--- src/tboc_pkg.sv ---
// Package for the two-beam occupancy counter: sizes, register indexes,
// the result struct shared by the tracker and the top level.
// No dependencies.
package tboc_pkg;

  // Sizes of the occupant count and the millisecond timestamp.
  localparam int COUNT_BITS = 8;
  localparam int TIME_BITS  = 32;

  // Field widths.
  localparam int ECHO_W   = 15;
  localparam int RANGE_W  = 10;
  localparam int THRESH_W = 10;
  localparam int WINDOW_W = 16;
  localparam int LIMIT_W  = 8;
  localparam int NOW_W    = 32;

  // Distance conversion: cm = (echo_us * DIST_MUL) >> DIST_SHIFT.
  localparam int DIST_MUL_W = 11;
  localparam int PROD_W     = ECHO_W + DIST_MUL_W;
  localparam int DIST_SHIFT = 16;
  localparam logic [DIST_MUL_W-1:0] DIST_MUL    = DIST_MUL_W'(1124);
  localparam logic [RANGE_W-1:0]    DIST_MAX_CM = RANGE_W'(400);
  localparam logic [RANGE_W-1:0]    DIST_NONE   = RANGE_W'(999);

  // Configuration register map.
  localparam int ADDR_W = 4;
  localparam int DATA_W = 32;
  typedef enum logic [1:0] {
    REG_THRESH = 2'd0,
    REG_WINDOW = 2'd1,
    REG_LIMIT  = 2'd2
  } reg_idx_t;

  localparam logic [THRESH_W-1:0] THRESH_RST = THRESH_W'(50);
  localparam logic [WINDOW_W-1:0] WINDOW_RST = WINDOW_W'(1000);
  localparam logic [LIMIT_W-1:0]  LIMIT_RST  = LIMIT_W'(10);

  // One result transaction.
  typedef struct packed {
    logic [COUNT_BITS-1:0] occupants;
    logic                  alarm_on;
    logic                  alert_lamp;
    logic                  entry_seen;
    logic                  exit_seen;
    logic [RANGE_W-1:0]    range_a_cm;
    logic [RANGE_W-1:0]    range_b_cm;
  } result_t;

endpackage

--- src/tboc_if.sv ---
// Valid/ready channel interfaces for the occupancy counter's poll input
// and result output. Depends on tboc_pkg for field widths.
interface tboc_in_if import tboc_pkg::*; ();
  logic                valid;
  logic                ready;
  logic [ECHO_W-1:0]   echo_a_us;
  logic [ECHO_W-1:0]   echo_b_us;
  logic [NOW_W-1:0]    now_ms;

  modport source (output valid, echo_a_us, echo_b_us, now_ms, input ready);
  modport sink   (input valid, echo_a_us, echo_b_us, now_ms, output ready);
endinterface

interface tboc_out_if import tboc_pkg::*; ();
  logic                  valid;
  logic                  ready;
  logic [COUNT_BITS-1:0] occupants;
  logic                  alarm_on;
  logic                  alert_lamp;
  logic                  entry_seen;
  logic                  exit_seen;
  logic [RANGE_W-1:0]    range_a_cm;
  logic [RANGE_W-1:0]    range_b_cm;

  modport source (output valid, occupants, alarm_on, alert_lamp, entry_seen, exit_seen,
                  range_a_cm, range_b_cm, input ready);
  modport sink   (input valid, occupants, alarm_on, alert_lamp, entry_seen, exit_seen,
                  range_a_cm, range_b_cm, output ready);
endinterface

--- src/two_beam_occupancy_counter.sv ---
// Top level of the two-beam occupancy counter: input and result registers,
// APB register file, handshakes. Depends on tboc_pkg, tboc_if, tboc_range, tboc_track.
//
// Each poll transaction carries two ultrasonic echo times and a millisecond
// timestamp and yields exactly one result transaction with the occupant count,
// alarm and lamp drive, entry/exit flags and both beam distances in cm (999
// when out of range). A poll is captured in an input register; combinational
// logic (a 15x11 constant multiply per beam, compares and the pairing state)
// lies between it and the result register, which loads when that is free or being
// taken, so a stall there holds the poll back; one poll can be accepted every cycle
// while the result side keeps up. in_ch.ready falls only when both registers hold
// data and the result is not being taken. Registers sit at byte addresses
// 0 (threshold), 4 (pairing window) and 8 (capacity limit); write them only
// while no poll is in flight.
module two_beam_occupancy_counter import tboc_pkg::*; (
  input  logic              clk,
  input  logic              rst_n,
  tboc_in_if.sink           in_ch,
  tboc_out_if.source        out_ch,
  input  logic              psel,
  input  logic              penable,
  input  logic              pwrite,
  input  logic [ADDR_W-1:0] paddr,
  input  logic [DATA_W-1:0] pwdata,
  output logic [DATA_W-1:0] prdata,
  output logic              pready
);

  logic [THRESH_W-1:0]  thresh_r;
  logic [WINDOW_W-1:0]  window_r;
  logic [LIMIT_W-1:0]   limit_r;
  logic                 cfg_wr;
  reg_idx_t             cfg_idx;

  logic                 in_valid_r;
  logic [ECHO_W-1:0]    echo_a_r, echo_b_r;
  logic [TIME_BITS-1:0] now_r;
  logic                 out_valid_r;
  result_t              res_r;
  result_t              res;
  logic                 advance, in_take;
  logic [RANGE_W-1:0]   range_a, range_b;

  // Configuration registers.
  assign pready  = 1'b1;
  assign cfg_wr  = psel && penable && pwrite && pready;
  assign cfg_idx = reg_idx_t'(paddr[3:2]);

  always_ff @(posedge clk) begin
    if (!rst_n) begin
      thresh_r <= THRESH_RST;
      window_r <= WINDOW_RST;
      limit_r  <= LIMIT_RST;
    end else if (cfg_wr) begin
      unique case (cfg_idx)
        REG_THRESH: thresh_r <= pwdata[THRESH_W-1:0];
        REG_WINDOW: window_r <= pwdata[WINDOW_W-1:0];
        REG_LIMIT:  limit_r  <= pwdata[LIMIT_W-1:0];
        default:    ;
      endcase
    end
  end

  always_comb begin
    unique case (cfg_idx)
      REG_THRESH: prdata = DATA_W'(thresh_r);
      REG_WINDOW: prdata = DATA_W'(window_r);
      REG_LIMIT:  prdata = DATA_W'(limit_r);
      default:    prdata = '0;
    endcase
  end

  // Pipeline control: a poll moves on when the result register is free.
  assign advance     = in_valid_r && (!out_valid_r || out_ch.ready);
  assign in_ch.ready = !in_valid_r || advance;
  assign in_take     = in_ch.valid && in_ch.ready;

  always_ff @(posedge clk) begin
    if (!rst_n) begin
      in_valid_r  <= 1'b0;
      out_valid_r <= 1'b0;
    end else begin
      if (in_take) in_valid_r <= 1'b1;
      else if (advance) in_valid_r <= 1'b0;
      if (advance) out_valid_r <= 1'b1;
      else if (out_ch.ready) out_valid_r <= 1'b0;
    end
  end

  // Input register.
  always_ff @(posedge clk) begin
    if (in_take) begin
      echo_a_r <= in_ch.echo_a_us;
      echo_b_r <= in_ch.echo_b_us;
      now_r    <= in_ch.now_ms[TIME_BITS-1:0];
    end
  end

  tboc_range u_range_a (.echo_us(echo_a_r), .range_cm(range_a));
  tboc_range u_range_b (.echo_us(echo_b_r), .range_cm(range_b));

  tboc_track u_track (
    .clk        (clk),
    .rst_n      (rst_n),
    .step       (advance),
    .range_a_cm (range_a),
    .range_b_cm (range_b),
    .now        (now_r),
    .thresh     (thresh_r),
    .window     (window_r),
    .limit      (limit_r),
    .res        (res)
  );

  // Result register.
  always_ff @(posedge clk) begin
    if (advance) res_r <= res;
  end

  assign out_ch.valid      = out_valid_r;
  assign out_ch.occupants  = res_r.occupants;
  assign out_ch.alarm_on   = res_r.alarm_on;
  assign out_ch.alert_lamp = res_r.alert_lamp;
  assign out_ch.entry_seen = res_r.entry_seen;
  assign out_ch.exit_seen  = res_r.exit_seen;
  assign out_ch.range_a_cm = res_r.range_a_cm;
  assign out_ch.range_b_cm = res_r.range_b_cm;

  // A poll never counts an entry and an exit at once.
  a_one_event: assert property (@(posedge clk) disable iff (!rst_n)
    out_valid_r |-> !(res_r.entry_seen && res_r.exit_seen))
    else $error("entry and exit reported in the same result");

  // The lamp only lights while the alarm is on.
  a_lamp_alarm: assert property (@(posedge clk) disable iff (!rst_n)
    out_valid_r && res_r.alert_lamp |-> res_r.alarm_on)
    else $error("lamp lit without alarm");

  // A stalled result register must not be overwritten by a new poll.
  a_no_overrun: assert property (@(posedge clk) disable iff (!rst_n)
    out_valid_r && !out_ch.ready |-> !advance)
    else $error("result overwritten while stalled");

endmodule

--- src/tboc_range.sv ---
// Echo time to distance conversion for one beam, with out-of-range mapping.
// Depends on tboc_pkg.
module tboc_range import tboc_pkg::*; (
  input  logic [ECHO_W-1:0]  echo_us,
  output logic [RANGE_W-1:0] range_cm
);

  logic [PROD_W-1:0]  prod;
  logic [RANGE_W-1:0] dist_cm;

  // Fixed-point scale by 0.0343/2 cm per microsecond, truncated.
  assign prod    = PROD_W'(echo_us) * PROD_W'(DIST_MUL);
  assign dist_cm = prod[DIST_SHIFT +: RANGE_W];

  // No echo or beyond the sensor's range reads as the "none" code.
  assign range_cm = ((dist_cm == '0) || (dist_cm > DIST_MAX_CM)) ? DIST_NONE : dist_cm;

endmodule

--- src/tboc_track.sv ---
// Pairing window, occupant count and alarm/lamp state for the counter.
// Depends on tboc_pkg; results leave as a result_t.
module tboc_track import tboc_pkg::*; (
  input  logic                 clk,
  input  logic                 rst_n,
  input  logic                 step,
  input  logic [RANGE_W-1:0]   range_a_cm,
  input  logic [RANGE_W-1:0]   range_b_cm,
  input  logic [TIME_BITS-1:0] now,
  input  logic [THRESH_W-1:0]  thresh,
  input  logic [WINDOW_W-1:0]  window,
  input  logic [LIMIT_W-1:0]   limit,
  output result_t              res
);

  localparam logic [COUNT_BITS-1:0] COUNT_MAX = '1;

  logic                  armed_r, armed_nxt;
  logic                  first_b_r, first_b_nxt;
  logic [TIME_BITS-1:0]  arm_time_r, arm_time_nxt;
  logic [COUNT_BITS-1:0] count_r, count_nxt;
  logic                  lamp_r, lamp_nxt;
  logic                  blk_a, blk_b;
  logic [TIME_BITS-1:0]  elapsed;
  logic                  entry, leave, alarm;

  assign blk_a   = range_a_cm < thresh;
  assign blk_b   = range_b_cm < thresh;
  assign elapsed = now - arm_time_r;

  // Arm on a single blocked beam; when armed, expiry wins over a pairing.
  always_comb begin
    armed_nxt    = armed_r;
    first_b_nxt  = first_b_r;
    arm_time_nxt = arm_time_r;
    count_nxt    = count_r;
    entry        = 1'b0;
    leave        = 1'b0;
    if (!armed_r) begin
      if (blk_a != blk_b) begin
        armed_nxt    = 1'b1;
        first_b_nxt  = blk_b;
        arm_time_nxt = now;
      end
    end else begin
      priority if (elapsed > TIME_BITS'(window)) begin
        armed_nxt = 1'b0;
      end else if (!first_b_r && blk_b) begin
        entry     = 1'b1;
        armed_nxt = 1'b0;
        if (count_r != COUNT_MAX) count_nxt = count_r + 1'b1;
      end else if (first_b_r && blk_a) begin
        leave     = 1'b1;
        armed_nxt = 1'b0;
        if (count_r != '0) count_nxt = count_r - 1'b1;
      end
    end
  end

  // Alarm when full; the lamp blinks while full and is dark otherwise.
  assign alarm    = 16'(count_nxt) >= 16'(limit);
  assign lamp_nxt = alarm ? ~lamp_r : 1'b0;

  always_ff @(posedge clk) begin
    if (!rst_n) begin
      armed_r    <= 1'b0;
      first_b_r  <= 1'b0;
      arm_time_r <= '0;
      count_r    <= '0;
      lamp_r     <= 1'b0;
    end else if (step) begin
      armed_r    <= armed_nxt;
      first_b_r  <= first_b_nxt;
      arm_time_r <= arm_time_nxt;
      count_r    <= count_nxt;
      lamp_r     <= lamp_nxt;
    end
  end

  always_comb begin
    res.occupants  = count_nxt;
    res.alarm_on   = alarm;
    res.alert_lamp = lamp_nxt;
    res.entry_seen = entry;
    res.exit_seen  = leave;
    res.range_a_cm = range_a_cm;
    res.range_b_cm = range_b_cm;
  end

endmodule

--- src/flat_wrapper.sv ---
// flat-port wrapper written by rule: the top's interface ports become plain ports
module two_beam_occupancy_counter_flat import tboc_pkg::*;
  (clk, rst_n, psel, penable, pwrite, paddr, pwdata, prdata, pready, in_ch_valid, in_ch_echo_a_us, in_ch_echo_b_us, in_ch_now_ms, in_ch_ready, out_ch_valid, out_ch_occupants, out_ch_alarm_on, out_ch_alert_lamp, out_ch_entry_seen, out_ch_exit_seen, out_ch_range_a_cm, out_ch_range_b_cm, out_ch_ready);
  tboc_in_if in_ch_i ();
  tboc_out_if out_ch_i ();
  input  logic clk;
  input  logic rst_n;
  input  logic psel;
  input  logic penable;
  input  logic pwrite;
  input  logic [ADDR_W-1:0] paddr;
  input  logic [DATA_W-1:0] pwdata;
  output logic [DATA_W-1:0] prdata;
  output logic pready;
  input wire logic [$bits(in_ch_i.valid)-1:0] in_ch_valid;
  input wire logic [$bits(in_ch_i.echo_a_us)-1:0] in_ch_echo_a_us;
  input wire logic [$bits(in_ch_i.echo_b_us)-1:0] in_ch_echo_b_us;
  input wire logic [$bits(in_ch_i.now_ms)-1:0] in_ch_now_ms;
  output wire logic [$bits(in_ch_i.ready)-1:0] in_ch_ready;
  output wire logic [$bits(out_ch_i.valid)-1:0] out_ch_valid;
  output wire logic [$bits(out_ch_i.occupants)-1:0] out_ch_occupants;
  output wire logic [$bits(out_ch_i.alarm_on)-1:0] out_ch_alarm_on;
  output wire logic [$bits(out_ch_i.alert_lamp)-1:0] out_ch_alert_lamp;
  output wire logic [$bits(out_ch_i.entry_seen)-1:0] out_ch_entry_seen;
  output wire logic [$bits(out_ch_i.exit_seen)-1:0] out_ch_exit_seen;
  output wire logic [$bits(out_ch_i.range_a_cm)-1:0] out_ch_range_a_cm;
  output wire logic [$bits(out_ch_i.range_b_cm)-1:0] out_ch_range_b_cm;
  input wire logic [$bits(out_ch_i.ready)-1:0] out_ch_ready;
  assign in_ch_i.valid = in_ch_valid;
  assign in_ch_i.echo_a_us = in_ch_echo_a_us;
  assign in_ch_i.echo_b_us = in_ch_echo_b_us;
  assign in_ch_i.now_ms = in_ch_now_ms;
  assign in_ch_ready = in_ch_i.ready;
  assign out_ch_valid = out_ch_i.valid;
  assign out_ch_occupants = out_ch_i.occupants;
  assign out_ch_alarm_on = out_ch_i.alarm_on;
  assign out_ch_alert_lamp = out_ch_i.alert_lamp;
  assign out_ch_entry_seen = out_ch_i.entry_seen;
  assign out_ch_exit_seen = out_ch_i.exit_seen;
  assign out_ch_range_a_cm = out_ch_i.range_a_cm;
  assign out_ch_range_b_cm = out_ch_i.range_b_cm;
  assign out_ch_i.ready = out_ch_ready;
  two_beam_occupancy_counter u_core (.clk(clk), .rst_n(rst_n), .in_ch(in_ch_i), .out_ch(out_ch_i), .psel(psel), .penable(penable), .pwrite(pwrite), .paddr(paddr), .pwdata(pwdata), .prdata(prdata), .pready(pready));
endmodule
--- config.mk ---
export PLATFORM = sky130hd
export DESIGN_NAME = two_beam_occupancy_counter_flat
export DESIGN_NICKNAME = d
export VERILOG_FILES = /design/src/tboc_pkg.sv /design/src/tboc_if.sv /design/src/two_beam_occupancy_counter.sv /design/src/tboc_range.sv /design/src/tboc_track.sv /design/src/flat_wrapper.sv
export SDC_FILE = /design/constraint.sdc
export NUM_CORES = 1
export LEC_CHECK = 0
export BUFFER_PORTS_ARGS = -buffer_cell sky130_fd_sc_hd__buf_2
export CORE_AREA = 2 2 192 194
export CTS_CLUSTER_SIZE = 40
export DETAILED_ROUTE_END_ITERATION = 8
export DIE_AREA = 0 0 194 196
export PLACE_DENSITY = 0.64
export RECOVER_POWER = 100
export SLEW_MARGIN = 10
export SYNTH_ARGS = -nofsm -noshare
export SYNTH_HDL_FRONTEND = slang
export SYNTH_SLANG_ARGS = --single-unit
--- constraint.sdc ---
create_clock -name clk -period 13.2 [get_ports clk]
set_input_delay 0.66 -clock clk [delete_from_list [all_inputs] [get_ports clk]]
set_output_delay 0.66 -clock clk [all_outputs]
set_load 0.005 [all_outputs]
==> flow_summary.ini, run 1 <==
[run_status]
violations = max-capacitance violations, max-slew violations
outcome = finished with violations

[synth]
synth_top_area_cell = edfxtp_1
ys.flop_type = edfxtp_1
synth.area.top_cells = edfxtp_1, ha_1, dfxtp_1, fa_1, inv_1
synth_most_common_cell = ha_1
syn_area_um2 = 14200
synth_cell_types = 97
synth_top_area_share_pct = 19.9
yosys_register_bits = 173
yosysWarningCount = 0
ys_top_cells_by_count = ha_1, inv_1, nand2_1
async_flop_share_pct = 0
synth_edf_count = 94
syn_inst = 1534
syn_area_per_cell_um2 = 9.25
ys_seq_area_share_pct = 31.0

[sta]
relSlewSlack_pct = -169
fin_skew_ps = 14.1
fmax_mhz = 92.8
final-setup-viol-count = 0
hold_viol = 0
tns_ps = 0
rsz0062_at_grt = no
fin_crit_sh_pct = 81.6
tightestPinTransition_ps = 4040
drv_slew = 239
worst_slack_ps = 2430
min_period_ps = 10770

[worst_setup_path]
worstSetupPathType = flip-flop to flip-flop
worst-r2r-cell-count = 43
cp.arrival_ps = 11030
regToRegStartpoint = u_core.echo_b_r[9]$_DFFE_PP_
cp_common_cell = a21o_1
cp_data_required_time_ps = 13460
worstPathMaxFanout = 14
cp_slowest_stage_delay_ps = 770
cp-end-kind = flip-flop
reg2reg_slack_ps = 2430
start_kind = flip-flop
crit_slowest_cell = a2111oi_0
r2r-end = u_core.u_track.lamp_r$_SDFFE_PN0P_

[clock_tree]
hold_buffers = 0
cts_root_buf = clkbuf_16
post_cts_buffers = 0
clockBufferDepth = 2
cts-buffers-inserted = 17
cts_resized = 0
clk_pin_slew_ps = 70
cts_tree = done
htree_levels = 4
cts.sinks = 173
clock_latency_ps = 440

[drt]
num_vias = 11228
detail_route.wirelength_mm = 34.1
drc = 0
wl_per_cell_um = 16.0
viasPerCell = 5.28
dr.pass1.iters = 5
drtIter0Drc = 698
final_antenna_net_count = 0

[placement]
placedInstanceArea_um2 = 15200
dpl.hpwl_mm = 27.0
place.gp.congestion = 0.876
pre_cts_ws_ps = 2910
portBuffers = 136

[power_and_ir_drop]
peakVddDrop_mv = 0.101
p_int_mw = 1.41
switching_power_uw = 936
leakage_nw = 6.87
combinationalPowerShare_pct = 49.3
power_density_nw_per_um2 = 149
p_seq_share_pct = 28.5
pwr-share-clk_pct = 22.2
p_sw_share_pct = 39.9
power_mw = 2.35

[floorplan]
die_h_um = 196
fp.dieArea_um2 = 38000
start_util_pct = 39.3
fp.dieW_um = 194
ios = 172
fp-row-count = 70
core_area_um2 = 36100

[global_route]
antenna_found_initial = 1
grt_max_degree = 81
grt_use_total_pct = 18.1
grt_overflow_total = 0
grt_pass1_wl_mm = 55.5
grt_pass1_vias = 10939

[min_path]
hold_end = u_core.echo_b_r[4]$_DFFE_PP_
min_path_cells = 1
min_from = in_ch_echo_b_us[4]
hp-class = input port to flip-flop

[flow_run]
maxCapViolations = 5

[layout]
nets = 1993
final_area_um2 = 15700
drive_gt1_share_pct = 10.7
syn_to_final_growth_pct = 10.7
[logic make-up after synthesis]
logic type	after synthesis	synth area share (%)
simple gates	433	14.8
compound gates	330	16.0
buf+inv	252	7.70
fa+ha+maj	243	23.6
flops	173	31.0
mux	58	4.12
xor+xnor	43	2.71
other cells	2	0.0529
[cells in the final DEF, fill, tap and decap left out, types with 27 or more instances in the layout]
cell type	netlist	routed
a21oi_1	83	83
ha_1	202	202
nor3_1	29	29
inv_1	184	184
fa_1	41	41
xnor2_1	27	27
a21o_1	42	42
nand2_1	184	185
mux2i_1	57	57
edfxtp_1	94	94
nand3_1	28	28
nor2_1	74	74
buf_2	5	101
o21ai_0	53	55
clkbuf_1	32	43
dfxtp_1	79	79
[worst max-delay path: cells and delay by family, from the launching register on]
family          cells  cell delay (ps)
fa+ha+maj           7             2620
xor+xnor            2              330
buf+inv             3              320
simple gates       12             2530
flops               1              500
compound gates     19             4290
[power by group through the flow]
stage               sequential (mW)  clock (mW)  combinational (mW)
floorplan                     0.669           0               0.897
global placement              0.678           0                1.12
detailed placement            0.680           0                1.15
CTS                           0.668       0.539                1.16
global route                  0.675       0.558                1.31
finish                        0.668       0.522                1.16
[cell type report]
type                       instances  area (µm²)
fill                            3541       20400
clock buffer                      26         568
clock inverter                     6        42.5
antenna                            1        2.50
inverter                         185         694
multi-input combinational       1124        8750
sequential                       173        4400
tap                              468         586
timing repair buffer             144         672
[per-stage QoR]
stage | utilization, % | instances | hold slack, ps
2_1_floorplan | - | 1549 | 435
3_3_place_gp | 42.1 | 2094 | 443
3_5_place_dp | 42.1 | 2094 | 448
4_1_cts | 43.8 | 2126 | 362
5_1_grt | 43.6 | 2127 | 366
6_report | 43.6 | 2127 | 392
[worst max path at each step]
stage | from | end | slack (ps)
3_3_place_gp | u_core.echo_b_r[9]$_DFFE_PP_ | u_core.u_track.lamp_r$_SDFFE_PN0P_ | 3080
4_1_cts | u_core.echo_b_r[8]$_DFFE_PP_ | u_core.u_track.lamp_r$_SDFFE_PN0P_ | 2870
2_1_floorplan | u_core.echo_b_r[8]$_DFFE_PP_ | u_core.u_track.lamp_r$_SDFFE_PN0P_ | 4450
6_report | u_core.echo_b_r[9]$_DFFE_PP_ | u_core.u_track.lamp_r$_SDFFE_PN0P_ | 2430
3_5_place_dp | u_core.echo_b_r[8]$_DFFE_PP_ | u_core.u_track.lamp_r$_SDFFE_PN0P_ | 2910
5_1_grt | u_core.echo_b_r[8]$_DFFE_PP_ | u_core.u_track.lamp_r$_SDFFE_PN0P_ | 1630
[metal layers]
metal	routed length (µm)	up-vias	part of all wire, %	track usage (%)
li1	-	5613	-	-
met1	16000	5316	47	24.1
met5	0	-	0	0
met2	15700	252	46	30.2
met3	1440	47	4.2	2.65
met4	874	0	2.6	6.43
[registers in the layout (all words and copies together) (netlist names), 8 cells and up]
register	flops
u_core.limit_r	8
u_core.u_track.arm_time_r	32
u_core.window_r	16
u_core.out_ch.range_a_cm	10
u_core.u_track.count_r	8
u_core.echo_a_r	15
u_core.out_ch.range_b_cm	10
u_core.now_r	32
u_core.echo_b_r	15
u_core.thresh_r	10
u_core.out_ch.occupants	8
No activity file was read; power rests on OpenSTA's default activity.
==> run 2: changes to the inputs <==
--- a/config.mk
+++ b/config.mk
@@ -5,12 +5,13 @@
 export SDC_FILE = /design/constraint.sdc
 export NUM_CORES = 1
 export LEC_CHECK = 0
+export ABC_AREA = 1
 export BUFFER_PORTS_ARGS = -buffer_cell sky130_fd_sc_hd__buf_2
 export CORE_AREA = 2 2 192 194
 export CTS_CLUSTER_SIZE = 40
 export DETAILED_ROUTE_END_ITERATION = 8
 export DIE_AREA = 0 0 194 196
-export PLACE_DENSITY = 0.64
+export PLACE_DENSITY = 0.66
 export RECOVER_POWER = 100
 export SLEW_MARGIN = 10
 export SYNTH_ARGS = -nofsm -noshare
==> constraint.sdc (replaced) <==
create_clock -name clk -period 8.9 [get_ports clk]
set_input_delay 0.445 -clock clk [delete_from_list [all_inputs] [get_ports clk]]
set_output_delay 0.445 -clock clk [all_outputs]
set_load 0.005 [all_outputs]
==> flow_summary.ini, run 2 <==
[worst_setup_path]
cp_common_cell = nand2_1
worstPathMaxFanout = 9
cp-end-kind = flip-flop
timing.critical_path.buf_inv = 4
start_kind = flip-flop
reg2reg_slack_ps = 840
crit_slowest_cell = fa_1
cp.arrival_ps = 8270
cp_data_required_time_ps = 9110
worst-r2r-cell-count = 40
timing.critical_path.depth = 40
cp_slowest_stage_delay_ps = 540
path_delay_family = simple AND/OR/NAND/NOR gates
worstSetupPathType = flip-flop to flip-flop

[sta]
drv_slew = 172
fin_crit_sh_pct = 90.6
rsz0062_at_grt = no
relSlewSlack_pct = -137
fin_skew_ps = 20.0
final-setup-viol-count = 0
min_period_ps = 8060
worst_slack_ps = 840
fmax_mhz = 124
tightestPinTransition_ps = 3550
hold_viol = 0
tns_ps = 0

[layout]
reg_top3 = u_core.now_r x32, u_core.u_track.arm_time_r x32, u_core.window_r x16
final_common_cell = nand2_1
final_util_pct = 43.9
drive_gt1_share_pct = 7.58
area.sequential_um2 = 4400
n_fill_cell = 3655
nets = 2354
syn_to_final_growth_pct = 11.2
stdcell_count = 2490
layout_common_cells = nand2_1, inv_1, ha_1, nor2_1, a21oi_1
multi_input_area_um2 = 8410

[run_status]
outcome = finished with violations
violations = max-capacitance violations, max-slew violations

[clock_tree]
clockBufferDepth = 2
cts_tree = done
cts_root_buf = clkbuf_16
clk_pin_slew_ps = 80
post_cts_buffers = 0
cts_resized = 0
cts-buffers-inserted = 17
cts.sinks = 173
clock_latency_ps = 460
htree_levels = 4
hold_buffers = 0

[drt]
dr.pass1.iters = 5
num_vias = 12143
detail_route.wirelength_mm = 34.3
final_antenna_net_count = 0
drtIter0Drc = 611
viasPerCell = 4.88
drc = 0
wl_per_cell_um = 13.8

[power_and_ir_drop]
power_mw = 3.59
peakVddDrop_mv = 0.140
leakage_nw = 7.94
power_density_nw_per_um2 = 227

[global_route]
grt_pass1_vias = 11735
grt_use_total_pct = 18.5
grt_overflow_total = 0
antenna_found_initial = 3
grt_max_degree = 70
grt_pass1_wl_mm = 57.1

[synth]
muxShareOfSynthArea_pct = 0
syn_area_um2 = 14200
synth_top_family_by_area = simple AND/OR/NAND/NOR gates
syn_inst = 1874
synth_most_common_cell = nand2_1
synth_top_area_cell = edfxtp_1
yosys_register_bits = 173
syn_area_per_cell_um2 = 7.60
ys.flop_type = edfxtp_1
async_flop_share_pct = 0
synthSimpleGateAreaFrac_pct = 24.5
synth_top_area_share_pct = 19.8
synth_fa_ha_area_share_pct = 23.5
synth_cell_types = 42
synth_edf_count = 94
synth_xor_area_share_pct = 1.84
ys_seq_area_share_pct = 30.9
synth-compound-area-share_pct = 8.99
yosysWarningCount = 0
ys_top_cells_by_count = nand2_1, inv_1, ha_1
synth.area.top_cells = edfxtp_1, ha_1, nand2_1, dfxtp_1, inv_1

[floorplan]
fp-row-count = 70
start_util_pct = 39.5
ios = 172
fp.dieW_um = 194
fp.dieArea_um2 = 38000
core_area_um2 = 36100
die_h_um = 196

[placement]
place.gp.congestion = 0.889
portBuffers = 136
dpl.hpwl_mm = 27.6
pre_cts_ws_ps = 1010
place_inst = 2455

[min_path]
hp-class = input port to flip-flop
min_path_cells = 1

[flow_run]
maxCapViolations = 3
[run 2: changes by cell type after synthesis, moves of 40 or more]
cell / previous run / this run
inv_1: 184 / 313
a21o_1: 42 / 2
nor2_1: 74 / 193
mux2i_1: 57 / 0
nand3_1: 28 / 92
nand2_1: 184 / 467
[run 2: cells by family (layout without fill, tap and decap cells)]
kind of cell	count (synthesis)	in the layout
AOI/OAI and AO/OA	229	229
xor gates and xnor gates	30	30
adders and majority gates	243	243
buffers and inverters	360	490
DFF	173	173
other	2	20
and+or+nand+nor	837	837
[run 2: final cells by class]
class,count,share of cell area [%]
Inverter,319,7.56
Clock buffer,18,2.71
Timing Repair Buffer,139,4.12
Sequential cell,173,27.8
Antenna cell,3,0.0474
Tap cell,468,3.70
Multi-Input combinational cell,1356,53.1
Clock inverter,14,0.956
[run 2: metrics by stage]
stage	instance area [µm²]	hold WS (ps)
after detailed placement	15300	467
after CTS	15900	140
after global routing	15800	146
after global placement	15300	462
after floorplan	14300	443
final	15800	161
[run 2: final timing paths]
kind | end | start
setup / recovery | u_core.out_ch.alert_lamp$_DFFE_PP_ | u_core.echo_b_r[9]$_DFFE_PP_
hold / removal | u_core.echo_b_r[2]$_DFFE_PP_ | in_ch_echo_b_us[2]
setup reg to reg | u_core.out_ch.alert_lamp$_DFFE_PP_ | u_core.echo_b_r[9]$_DFFE_PP_
hold reg to reg | u_core.u_track.arm_time_r[0]$_SDFFE_PN0P_ | u_core.u_track.arm_time_r[0]$_SDFFE_PN0P_
[run 2: per-layer routing]
metal | vias up | global-route usage (%) | share of wire (%)
met5 | - | 0 | 0
met2 | 219 | 30.8 | 46
met3 | 37 | 3.15 | 4.0
met4 | 0 | 5.72 | 2.1
met1 | 5539 | 24.6 | 48
li1 | 6348 | - | -
[run 2: power breakdown]
group	switching [mW]	internal [mW]	total (mW)
Combinational	1.18	0.655	1.83
Sequential	0.0434	0.955	0.998
Clock	0.361	0.398	0.759
